File: src/rtl/bcpo_pkg.sv
// Package: widths, defaults and register indexes for the box push-out block.
`timescale 1ns / 1ps
`default_nettype none
package bcpo_pkg;
    // coordinates are Q15.16; every step scales alike, so this never enters the math
    localparam int FRAC_BITS = 16;
    localparam int CRD_W = 32;
    localparam int HLF_W = 31;
    localparam logic [1:0] REG_HX = 2'd0;
    localparam logic [1:0] REG_HY = 2'd1;
    localparam logic [1:0] REG_HZ = 2'd2;
    localparam logic [30:0] HALF_RESET = 31'd65536;

    typedef struct packed {
        logic                   kind;
        logic signed [31:0]     self_x;
        logic signed [31:0]     self_y;
        logic signed [31:0]     self_z;
        logic signed [31:0]     other_x;
        logic signed [31:0]     other_y;
        logic signed [31:0]     other_z;
        logic [30:0]            other_half_x;
        logic [30:0]            other_half_y;
        logic [30:0]            other_half_z;
        logic [30:0]            other_radius;
    } t_item;

    // front result: the pieces the back part needs
    typedef struct packed {
        logic               kind;
        logic               hit;
        logic [1:0]         axis;
        logic [33:0]        half;
        logic               neg_box;
        logic signed [33:0] self_x;
        logic signed [33:0] self_y;
        logic signed [33:0] self_z;
        logic [33:0]        m_x;
        logic [33:0]        m_y;
        logic [33:0]        m_z;
        logic               neg_x;
        logic               neg_y;
        logic               neg_z;
        logic [30:0]        radius;
    } t_cls;

    typedef struct packed {
        logic signed [31:0] new_x;
        logic signed [31:0] new_y;
        logic signed [31:0] new_z;
        logic               moved;
    } t_res;

    function automatic logic signed [31:0] sat32(input logic signed [35:0] v);
        if (v > 36'sd2147483647) return 32'sh7fffffff;
        if (v < -36'sd2147483648) return 32'sh80000000;
        return v[31:0];
    endfunction
endpackage
`default_nettype wire

File: src/rtl/bcpo_fifo.sv
// Short queue between front and back parts.
`timescale 1ns / 1ps
`default_nettype none
module bcpo_fifo
    import bcpo_pkg::*;
(
    input  wire   i_clk,
    input  wire   i_rst_n,
    input  wire   i_wr,
    input  t_cls  i_data,
    input  wire   i_rd,
    output logic  o_empty,
    output logic  o_full,
    output t_cls  o_data
);
    t_cls       r_mem [4];
    logic [1:0] r_wp, r_rp;
    logic [2:0] r_cnt;
    always_ff @(posedge i_clk) begin
        if (!i_rst_n) begin
            r_wp <= '0; r_rp <= '0; r_cnt <= '0;
        end else begin
            if (i_wr) r_wp <= r_wp + 2'd1;
            if (i_rd) r_rp <= r_rp + 2'd1;
            r_cnt <= r_cnt + {2'b0, i_wr} - {2'b0, i_rd};
        end
        if (i_wr) r_mem[r_wp] <= i_data;
    end
    assign o_data  = r_mem[r_rp];
    assign o_empty = r_cnt == 3'd0;
    assign o_full  = r_cnt == 3'd4;
endmodule
`default_nettype wire

File: config.mk
export PLATFORM = sky130hd
export DESIGN_NAME = bcpo_fifo
export DESIGN_NICKNAME = d
export VERILOG_FILES = /design/src/rtl/bcpo_pkg.sv /design/src/rtl/bcpo_fifo.sv
export SDC_FILE = /design/constraint.sdc
export NUM_CORES = 1
export LEC_CHECK = 0
export BUFFER_PORTS_ARGS = -buffer_cell sky130_fd_sc_hd__clkbuf_2
export CORE_MARGIN = 1.5
export CORE_UTILIZATION = 50
export DETAILED_ROUTE_END_ITERATION = 16
export PLACE_DENSITY = 0.67
export SLEW_MARGIN = 10
export SYNTH_ARGS = -nofsm -noshare
export SYNTH_HDL_FRONTEND = slang
export SYNTH_SLANG_ARGS = --single-unit
File: constraint.sdc
create_clock -name i_clk -period 9.2 [get_ports i_clk]
set_input_delay 0.46 -clock i_clk [delete_from_list [all_inputs] [get_ports i_clk]]
set_output_delay 0.46 -clock i_clk [all_outputs]
set_load 0.01 [all_outputs]
After elaboration in Yosys (flattened, before gate mapping)
Memories as Yosys holds them, arrays and structs flattened. A register that Yosys moved wholly into a read port is not among the register bits.
Cells that the tools add are included.

word-level totals
  memory bits (writable) = 1108
  ROM bits = 0
  word-level logic and storage cells = 14
  flip-flop bits (word level) = 7
  memories = 1
  input bits = 281
  bits in latches = 0
  output and inout port bits = 279

cells by class
  reduce and logical (&&, ||, !) cells = 1
  mux-type cells = 4
  multiply operators = 0
  bitwise gates (word level) = 0
  $lt $le $gt $ge = 0
  div/mod/pow operators = 0
  add/sub/neg operators = 4
  eq/ne operators = 1
  shift operators = 0

memories
  memory  depth  bits a word  read ports  clocked after Yosys merged registers in  wr ports  line             RTL
  r_mem   4      277          1           1                                        1         bcpo_fifo.sv:16  t_cls r_mem [4];

operators by type and width
  operator             number
  $add 2x1->2 const B  2
  $mux 2               2
  $add 3x1->3          1
  $eq 3x3->1 const B   1
  $logic_not 3->1      1
  $sub 3x1->3          1
  $mux 1               2

Longest topological paths before layout
  depth in word-level cells = 3
  gate-level depth with buffers = 7
  depth with buffers taken out = 7

Worst setup path before layout
Ideal clock, no wire load.

  path type = register -> register
  from = reg r_wp[0]
  to = mem r_mem[0][0] in the netlist's numbering (enable)
  buffers on the path = 0
  arrival = 6.815 ns
  path slack = 1.713 ns
  cell stages (with the launch flop) = 4
  period minus slack after synthesis = 7.487 ns
  library setup time = 0.672 ns
  data required time = 8.528 ns
  cell sequence = dfxtp_1 inv_1 ha_1 and2_1

RTL lines
  element                   line             RTL
  start: declaration        bcpo_fifo.sv:17  logic [1:0] r_wp, r_rp;
  start signal: assignment  bcpo_fifo.sv:23  if (i_wr) r_wp <= r_wp + 2'd1;
  end: declaration          bcpo_fifo.sv:16

Straight into the memory's write port.

==> summary.md <==
| Metric | Value |
|---|---|
| Synth warn | `0` |
| RSZ-0062 raised after global routing | `no` |
| FF/Latch Area | `around 0.033 mm²` |
| First-pass GRT wire length | `about 120 mm` |
| DRT iter0 DRCs | `about 1,200` |
| Fin crit period | `between 4 and 5 ns` |
| Layout fillers | `around 5,400` |
| GRT Util Overall | `0.201` |
| Core ar. | `between 0.08 and 0.09 mm²` |
| Clk sinks | `roughly 1,100` |
| Kind of critical path | `reg -> out` |
| Sequential element share of the synthesized area | `0.821` |
| Ys async rst share | `0` |
| ANT nets after route | `0` |
| Port-buffer cells | `559` |
| CTS buffer count | `112` |
| Clock skew | `0.0490 ns` |
| Clock Latency Late Sink | `about 0.7 ns` |
| Crit share post-route | `0.474` |
| DR vias/cell | `about 5.4` |
| Row Count | `between 100 and 150` |
| Final hold vios | `0` |
| Synth Flop Type | `edfxtp_1` |
| CP Cell Sequence | `buf_12 -> buf_4 -> mux4_1 -> clkbuf_2` |
| Critical Path End Type | `output port` |
| VDD IR max | `0.000182 V` |
| Vias in the first global route | `a little over 20,000` |
| TritonCTS clock tree | `built` |
| Crit path required time | `around 8.7 ns` |
| Leakage power | `between 0.015 and 0.02 µW` |
| Worst Max-Slew Pin Slew | `between 1 and 1.5 ns` |
| Max_slew headroom | `0.242` |
| Multi-input gate area | `~0.0068 mm²` |
| Total Power | `11,300 µW` |
| # resized after CTS | `0` |
| Initial Util | `0.506` |
| Slowest cell on crit path | `dfxtp_4` |
| Max clock buf depth | `3` |
| Num ports | `between 500 and 600` |
| Post-CTS setup buffer count | `0` |
| Initial antenna violation count | `8` |
| Placed cell area | `~0.045 mm²` |
| Top-area cell type share of the netlist area | `0.817` |
| Worst Hold Class | `in -> reg` |
| CTS root buffer | `clkbuf_16` |
| WP data arrival | `~4 ns` |
| Largest net degree at the start of global routing | `145` |
| CP max FO | `93` |
| Deepest level of the CTS H-tree | `3` |
| CP delay by family, top | `buffers and inverters` |
| Gate count of the mapped netlist | `around 1,500` |
| Vias post-DR | `around 19,000` |
| #FFs+latches synth | `between 1,000 and 1,500` |
| Full die area | `approximately 0.083 mm²` |
| CP max stage delay | `~0.89 ns` |
| Maxcap violations | `0` |
| Power Density | `224 mW/mm²` |
| DRT Pass-1 Iters | `7` |
| Synthesized area per cell | `approximately 27 µm²` |
| Worst path buffer plus inverter count | `3` |
| Post-route DRC | `0` |
| Final Net Count | `2,660` |
| Chip height | `288 µm` |
| Total Wirelength | `between 80 and 90 mm` |
| Highest Clock Rate | `~230 MHz` |
| # hold bufs at CTS | `approximately 250` |
| Critical path startpoint category | `register` |
| HPWL after DPL | `51.1 mm` |
| Synth unique cells | `21` |
| Share of layout cells above drive strength 1 | `0.379` |
| Routability-driven placement congestion ratio | `between 0.7 and 0.8` |
| Clk pin slew, worst setup/hold paths | `0.06 ns` |
| Synthesized netlist net count | `~1,800` |
| TNS Setup | `0 ns` |
| Routed len/inst | `approximately 24 µm` |
| Final Setup Violations | `0` |
| Cell Area, Synth | `between 0.04 and 0.05 mm²` |
| Cell taking the most area after synthesis | `edfxtp_1` |
| Final Max Slew Viols | `0` |
| Final Instance Area | `between 0.05 and 0.06 mm²` |
| Status | `finished clean` |
| EDFF count, synth | `1,108` |
| R2R setup slack | `~5.7 ns` |
| Layout overhead on the synthesized area | `24.2%` |
| Total gr overflow | `0` |
| Die span in x | `288 µm` |
| Synth area leaders | `edfxtp_1 82%, mux4_2 11%, mux4_1 4.9%` |
-- cells in the mapped netlist, types with 2 or more instances --
library cell,number
and2_1,6
buf_2,29
buf_6,24
buf_8,3
clkbuf_1,6
dfxtp_1,9
edfxtp_1,1108
ha_1,6
inv_1,7
mux4_1,76
mux4_2,201
nor2_1,5
xnor2_1,2
-- layout by cell type, fill, tap and decap left out --
master         instances
inv_16                 3
ha_1                   6
a21bo_2                1
inv_6                  1
clkinv_16              1
clkbuf_8               2
nor2_1                 5
diode_2                7
bufinv_16              7
mux2i_1                1
and2_1                 2
nand3b_1               1
buf_4                 15
clkbuf_2             559
mux4_2               201
clkinvlp_4             1
clkbuf_1              27
dfxtp_1                7
buf_12                 5
nor3_1                 1
clkinv_1              29
clkbuf_16            112
fa_1                   1
edfxtp_1            1108
xnor2_1                2
clkinv_4               1
xor3_1                 1
dfxtp_4                2
and2_4                 4
inv_1                  7
and3_1                 1
mux4_1                76
dlygate4sd3_1        251
clkinv_2              18
a21oi_1                1
-- layer usage --
layer | track usage | routed length [µm]
met4 | 0.0881 | 3600
met3 | 0.0519 | 5700
met2 | 0.335 | 43200
met5 | 0 | 26
met1 | 0.252 | 32100
-- power breakdown --
part / internal, µW / switching [µW]
Clock: 2450 / 1820
Sequential: 5860 / 60.2
Combinational: 512 / 614
Total: 8820 / 2490
-- cells by family (layout without fill, tap and decap cells) --
family / count (synthesis) / after routing / share of synthesized area
flip-flops: 1117 / 1117 / 0.821
AND/OR/NAND/NOR: 14 / 14 / 0.00184
adder cells (fa/ha/maj): 7 / 7 / 0.00234
XOR/XNOR: 3 / 3 / 0.00101
AO/OA/AOI/OAI: 2 / 2 / 0.000369
multiplexers: 278 / 278 / 0.160
other: 0 / 7 / 0
buffers and inverters: 69 / 1039 / 0.0125
-- area by class of cell --
cell class | instances | area share
clock buffers | 141 | 0.0580
multi-input cells | 304 | 0.134
repair buffers | 830 | 0.109
clock inverters | 61 | 0.0104
flip-flops and latches | 1117 | 0.662
well taps | 1060 | 0.0262
inverters | 7 | 0.000519
diodes | 7 | 0.000346
-- flip-flops by register name, summed over array words and instances (netlist names), named ones only --
name,flops
r_cnt,3
r_rp,2
r_wp,2
r_mem,1108
-- final timing paths --
kind,start,end,cells after the start
min,i_data[137],r_mem[3][137]$_DFFE_PP_,1
min reg2reg,r_rp[1]$_SDFFE_PN0P_,register,2
max,register,o_data[126],4
max reg2reg,r_wp[0]$_SDFFE_PN0P_,r_mem[2][166]$_DFFE_PP_,5
-- metrics by stage --
step            util  cells  hold WS [ns]  worst slack (ns)
2_1_floorplan      -   1490         0.499              1.71
3_3_place_gp   0.554   3067         0.507              5.33
3_5_place_dp   0.554   3067         0.516              5.29
4_1_cts        0.628   3520      0.000425              4.54
5_1_grt        0.628   3525      0.000681              4.41
6_report       0.628   3527        0.0382              4.84
(Power assumes the default switching activity.)
