--- src/rtl/bcpo_pkg.sv ---
// Package: widths, defaults and register indexes for the box push-out block.
`timescale 1ns / 1ps
`default_nettype none
package bcpo_pkg;
    // coordinates are Q15.16; every step scales alike, so this never enters the math
    localparam int FRAC_BITS = 16;
    localparam int CRD_W = 32;
    localparam int HLF_W = 31;
    localparam logic [1:0] REG_HX = 2'd0;
    localparam logic [1:0] REG_HY = 2'd1;
    localparam logic [1:0] REG_HZ = 2'd2;
    localparam logic [30:0] HALF_RESET = 31'd65536;

    typedef struct packed {
        logic                   kind;
        logic signed [31:0]     self_x;
        logic signed [31:0]     self_y;
        logic signed [31:0]     self_z;
        logic signed [31:0]     other_x;
        logic signed [31:0]     other_y;
        logic signed [31:0]     other_z;
        logic [30:0]            other_half_x;
        logic [30:0]            other_half_y;
        logic [30:0]            other_half_z;
        logic [30:0]            other_radius;
    } t_item;

    // front result: the pieces the back part needs
    typedef struct packed {
        logic               kind;
        logic               hit;
        logic [1:0]         axis;
        logic [33:0]        half;
        logic               neg_box;
        logic signed [33:0] self_x;
        logic signed [33:0] self_y;
        logic signed [33:0] self_z;
        logic [33:0]        m_x;
        logic [33:0]        m_y;
        logic [33:0]        m_z;
        logic               neg_x;
        logic               neg_y;
        logic               neg_z;
        logic [30:0]        radius;
    } t_cls;

    typedef struct packed {
        logic signed [31:0] new_x;
        logic signed [31:0] new_y;
        logic signed [31:0] new_z;
        logic               moved;
    } t_res;

    function automatic logic signed [31:0] sat32(input logic signed [35:0] v);
        if (v > 36'sd2147483647) return 32'sh7fffffff;
        if (v < -36'sd2147483648) return 32'sh80000000;
        return v[31:0];
    endfunction
endpackage
`default_nettype wire

--- src/rtl/bcpo_front.sv ---
// Front part: overlap, clamp and axis choice, one registered stage.
`timescale 1ns / 1ps
`default_nettype none
module bcpo_front
    import bcpo_pkg::*;
(
    input  wire         i_clk,
    input  wire         i_rst_n,
    input  wire         i_en,
    input  wire         i_valid,
    input  t_item       i_item,
    input  wire  [30:0] i_hx,
    input  wire  [30:0] i_hy,
    input  wire  [30:0] i_hz,
    output logic        o_valid,
    output t_cls        o_cls
);
    logic signed [33:0] s [3];
    logic signed [33:0] o [3];
    logic signed [33:0] h [3];
    logic signed [33:0] oh [3];
    logic signed [33:0] ov [3];
    logic [33:0]        m [3];
    logic               ng [3];
    logic               hit, near;
    logic [1:0]         ax;
    t_cls               n_cls;
    t_cls               r_cls;
    logic               r_valid;

    always_comb begin
        logic signed [33:0] hi, lo, c, d;
        s[0] = 34'(i_item.self_x);  s[1] = 34'(i_item.self_y);  s[2] = 34'(i_item.self_z);
        o[0] = 34'(i_item.other_x); o[1] = 34'(i_item.other_y); o[2] = 34'(i_item.other_z);
        h[0] = {3'b0, i_hx}; h[1] = {3'b0, i_hy}; h[2] = {3'b0, i_hz};
        oh[0] = {3'b0, i_item.other_half_x};
        oh[1] = {3'b0, i_item.other_half_y};
        oh[2] = {3'b0, i_item.other_half_z};
        hit = 1'b1;
        near = 1'b1;
        for (int i = 0; i < 3; i++) begin
            hi = (o[i] + oh[i] < s[i] + h[i]) ? o[i] + oh[i] : s[i] + h[i];
            lo = (o[i] - oh[i] > s[i] - h[i]) ? o[i] - oh[i] : s[i] - h[i];
            ov[i] = hi - lo;
            if (ov[i] <= 0) hit = 1'b0;
            c = o[i];
            if (c > s[i] + h[i]) c = s[i] + h[i];
            if (c < s[i] - h[i]) c = s[i] - h[i];
            d = c - o[i];
            ng[i] = d[33];
            m[i] = d[33] ? 34'(-d) : d;
            if (m[i] >= {3'b0, i_item.other_radius}) near = 1'b0;
        end
        ax = 2'd0;
        if (ov[1] < ov[0]) ax = 2'd1;
        if (ov[2] < ov[ax]) ax = 2'd2;
        n_cls.kind    = i_item.kind;
        n_cls.hit     = i_item.kind ? near : hit;
        n_cls.axis    = ax;
        n_cls.half    = 34'(ov[ax] >>> 1);
        n_cls.neg_box = s[ax] < o[ax];
        n_cls.self_x  = s[0];
        n_cls.self_y  = s[1];
        n_cls.self_z  = s[2];
        n_cls.m_x = m[0]; n_cls.m_y = m[1]; n_cls.m_z = m[2];
        n_cls.neg_x = ng[0]; n_cls.neg_y = ng[1]; n_cls.neg_z = ng[2];
        n_cls.radius = i_item.other_radius;
    end

    always_ff @(posedge i_clk) begin
        if (!i_rst_n) begin
            r_valid <= 1'b0;
        end else if (i_en) begin
            r_valid <= i_valid;
        end
        if (i_en) r_cls <= n_cls;
    end
    assign o_valid = r_valid;
    assign o_cls   = r_cls;
endmodule
`default_nettype wire

--- config.mk ---
export PLATFORM = sky130hd
export DESIGN_NAME = bcpo_front
export DESIGN_NICKNAME = d
export VERILOG_FILES = /design/src/rtl/bcpo_pkg.sv /design/src/rtl/bcpo_front.sv
export SDC_FILE = /design/constraint.sdc
export NUM_CORES = 2
export LEC_CHECK = 0
export BUFFER_PORTS_ARGS = -buffer_cell sky130_fd_sc_hd__buf_4
export CORE_MARGIN = 2
export CORE_UTILIZATION = 25
export DETAILED_ROUTE_END_ITERATION = 8
export PLACE_DENSITY_LB_ADDON = 0.12
export SYNTH_ARGS = -nofsm -noshare
export SYNTH_HDL_FRONTEND = slang
export SYNTH_SLANG_ARGS = --single-unit
--- constraint.sdc ---
create_clock -name i_clk -period 50 [get_ports i_clk]
set_input_delay 5 -clock i_clk [delete_from_list [all_inputs] [get_ports i_clk]]
set_output_delay 5 -clock i_clk [all_outputs]
set_load 0.01 [all_outputs]
Word-level counts from Yosys, hierarchy flattened:

Cells that the tools add are included.

* register bits after elaboration: 271
* input bits: 414
* output and inout bits: 278
* logic and storage cells: 98

* add/sub/neg operators: 21
* order comparisons: 23
* multiplexer cells: 36
* bitwise gates (word level): 2

Operator list (number)
* 34-bit 2-to-1 mux: 23
* 34-bit binary-select mux with 2-bit select: 4
* 34-bit less-than comparator: 6
* 32-bit by 32-bit adder with 33-bit output: 6
* 32-bit by 32-bit subtractor with 33-bit output: 6
* 34-bit by 31-bit >= comparator with 1-bit output: 3
* 34-bit > comparator: 3
* 34-bit by 1-bit <= comparator with 1-bit output (second input constant): 3
* 34-bit negation: 3
* 34-bit by 32-bit subtractor with 34-bit output: 3
* 34-bit subtractor: 3
* 32-bit by 33-bit > comparator with 1-bit output: 3
* 33-bit less-than comparator: 3
* 1-bit 2-to-1 mux: 8
* 3-bit >= comparator (second input constant): 2
* 2-bit NOT with 3-bit output: 2
* 2-bit 2-to-1 mux: 1

Logic depth before layout (Yosys ltp):

* depth in word-level cells: 17
* gate-level depth with buffers: 91
* gate-level depth less buffers: 85

Worst setup path before layout:

OpenSTA, ideal clock, no wires.

* path kind: input -> register
* start point: in i_item[284] in the netlist's numbering
* end point: reg r_cls, in the netlist o_cls[238], data pin
* setup time: 0.262 ns
* arrival: 19.343 ns
* required time: 49.738 ns
* slack: 30.395 ns
* stages on the path: 84
* path buffers: 5
* cell sequence: ha_1 -> inv_1 -> fa_1 -> o21bai_1 -> a21oi_1 -> o21ai_0 -> a21o_1 -> a311o_1 -> a31oi_1 -> a2111oi_0 -> o21ai_0 -> a21o_1 -> a21oi_1 -> a21oi_1 -> o21bai_1 -> xor2_1 -> ha_1 -> o21ai_0 -> [48 not listed] -> nand2_1 -> o21ai_0 -> ha_1 -> a21oi_1 -> nor2b_1 -> o21ai_0 -> nand2b_1 -> a21oi_1 -> nor2b_1 -> o21ai_0 -> nand2b_1 -> a21oi_1 -> nor2_1 -> a211oi_1 -> o31ai_1 -> a21oi_1 -> a21oi_1 -> xor2_1

RTL lines
* start: declaration: RTL line bcpo_front.sv:11 `input t_item i_item,`
* end signal: assignment: RTL line bcpo_front.sv:76 `if (i_en) r_cls <= n_cls;`
* end: declaration: RTL line bcpo_front.sv:28 `t_cls r_cls;`

==> results.toml <==
[cells_and_area]
drive_gt1_share_pct = 12.5
syn_to_final_growth_pct = 17.4
final_common_cell = "ha_1"
mostFrequentLayoutCells = "ha_1, inv_1, buf_4"
fin_cells = 11200
nets = 9649

[timing]
rsz0062_at_grt = "false"
hold_viol = 0
fmax_mhz = 40.8
setup_ws_ns = 25.48
drv_slew = 0
fin_hold_ws_ns = 0.529
worst_pin_slew_ns = 1.31
slew_headroom_pct = 11.4
fin_worst_skew_ns = 0
finalSetupTns_ns = 0
setup_viol = 0
fin_crit_sh_pct = 49.0
fin_crit_ns = 24.52

[route]
ant_nets = 0
wirelength_mm = 310
drc = 0
drt-initial-drc-count = 4351
vias = 58400
routed_via_density = 5.23
dr.pass1.iters = 7
wl_per_cell_um = 27.7

[worst_setup_path]
reg2reg_to = "o_valid"
cp_slowest_cell = "buf_4"
start_kind = "input pin"
slowest_delay_ns = 0.75
rrSetupSlack_ns = 49.40
reg2regPathDepth = 2
path_class = "in -> reg"
crit_path_frequent_cell = "a21oi_1"
r2r-start = "o_valid"
critPathMaxFanout = 83
endpoint_kind = "flop"
worst_ep_arrival_time_ns = 24.90
critPathRequiredTime_ns = 50.38
startpoint = "i_item[286]"
critPathCapture = "o_cls[238]"

[hold_path]
hp-class = "reg -> reg"

[logic_synthesis]
ys_warn_count = 0
synthTopCellsByArea = "ha_1, edfxtp_1, xnor2_1"
synth_top_area_share_pct = 24.4
ys_ff_latch = 271
seq_area_frac_synth_pct = 13.9
synth_ff_type = "edfxtp_1"
synth.distinct_cells = 115
async_flop_share_pct = 0
yosys.area.top_type = "ha_1"
avgSynthCellArea_um2 = 7.78
syn_area_um2 = 58400
synth_edf_count = 270
synth_nets = 9071
synthCells = 7501

[floorplanning]
io_pins = 692
start_util_pct = 25.1
die_w_um = 487
fp.dieArea_um2 = 237000
die_h_um = 487
design.core.area_um2 = 232000
rows = 177

[placement]
dp.cells = 11100
io_buffer_count = 691
dp_hpwl_mm = 272
finalWeightedCongestion = 0.966
place_ws_ns = 24.88

[grt]
grt_first_pass_wirelength_mm = 428
grt_usage_pct = 25.0
grt_overflow = 0
antenna_found_initial = 49
grt_pass1_vias = 56900
grt_start_max_net_pins = 84

[clocking]
cts_resized = 0
path_clk_slew_ns = 0.06
clockBufferDepth = 3
insertion_delay_ns = 0.65
root_buffer = "clkbuf_16"
htreeDepth = 2
hold_buffers = 0
numCtsBuffers = 42
post_cts_buffers = 0
cts_tree = "yes"
cts_sinks = 271

[job]
drv_cap = 0

[run_status]
status = "complete, no violations"
cells by family (layout without fill, tap and decap cells):
logic type	after synthesis	after routing	share of synthesized area, %
AND/OR/NAND/NOR	2007	2007	16.9
multiplexers	305	305	5.39
XOR/XNOR	586	586	8.82
AO/OA/AOI/OAI	2128	2128	23.0
buffers and inverters	1042	1651	6.86
flip-flops	271	271	13.9
other	0	20	0
adder cells (fa/ha/maj)	1162	1162	25.1
worst min path at each step:
stage / slack, ns / endpoint / cells after the start / startpoint
2_1_floorplan: 0.54 / o_valid / 2 / o_valid
3_3_place_gp: 0.51 / o_valid / 2 / o_valid
3_5_place_dp: 0.52 / o_valid / 2 / o_valid
4_1_cts: 0.54 / o_valid / 2 / o_valid
5_1_grt: 0.58 / o_valid / 2 / o_valid
6_report: 0.53 / o_valid / 2 / o_valid
cell usage after synthesis, types with 15 or more instances:
master / count
a211o_1: 25
a211oi_1: 40
a21boi_0: 26
a21o_1: 262
a21oi_1: 719
a31oi_1: 62
and2_1: 28
and3_1: 35
clkbuf_1: 189
edfxtp_1: 270
fa_1: 18
ha_1: 1138
inv_1: 814
mux2_2: 74
mux2i_1: 230
nand2_1: 388
nand2b_1: 127
nand3_1: 123
nand4_1: 134
nor2_1: 652
nor2b_1: 127
nor3_1: 154
nor4_1: 38
o2111ai_1: 21
o211ai_1: 48
o21a_1: 96
o21ai_0: 436
o21ai_1: 28
o21bai_1: 97
o221ai_1: 15
o31a_1: 18
o31ai_1: 56
or2_2: 36
or3_1: 49
or4_1: 24
xnor2_1: 448
xor2_1: 136
worst max-delay path, delay by kind of cell:
family	cells	cell delay, ns
xor+xnor	3	0.54
mux	1	0.27
simple gates	16	2.19
buf+inv	9	2.94
compound gates	48	11.44
fa+ha+maj	7	2.35
sequential cells by signal, summed over array words and instances, names as in the netlist:
signal   flops
o_cls      270
o_valid      1
metrics by stage:
| step | util [%] | area (um2) |
|---|---|---|
| after floorplan | - | 58400 |
| after global placement | 28.9 | 67100 |
| after detailed placement | 28.9 | 67100 |
| after CTS | 29.5 | 68500 |
| after global routing | 29.5 | 68500 |
| final | 29.5 | 68600 |
cell type report:
cell class	count	area (um2)
fill	25200	164000
sequential	271	8130
clock inverter	26	338
antenna	20	50.0
tap	3043	3810
inverter	817	3070
multi-input combinational	6188	46400
timing repair buffer	759	5710
clock buffer	49	1080
metal layers:
metal	global-route usage, %	wire, um	vias to the layer above
li1	-	-	28100
met1	34.8	146000	28300
met2	40.6	139000	1747
met3	2.15	14000	268
met4	8.07	10700	8
met5	0	57	-
Power is not shown: default switching activity piles up to over one toggle a cycle in this logic, so the estimate is an artifact.
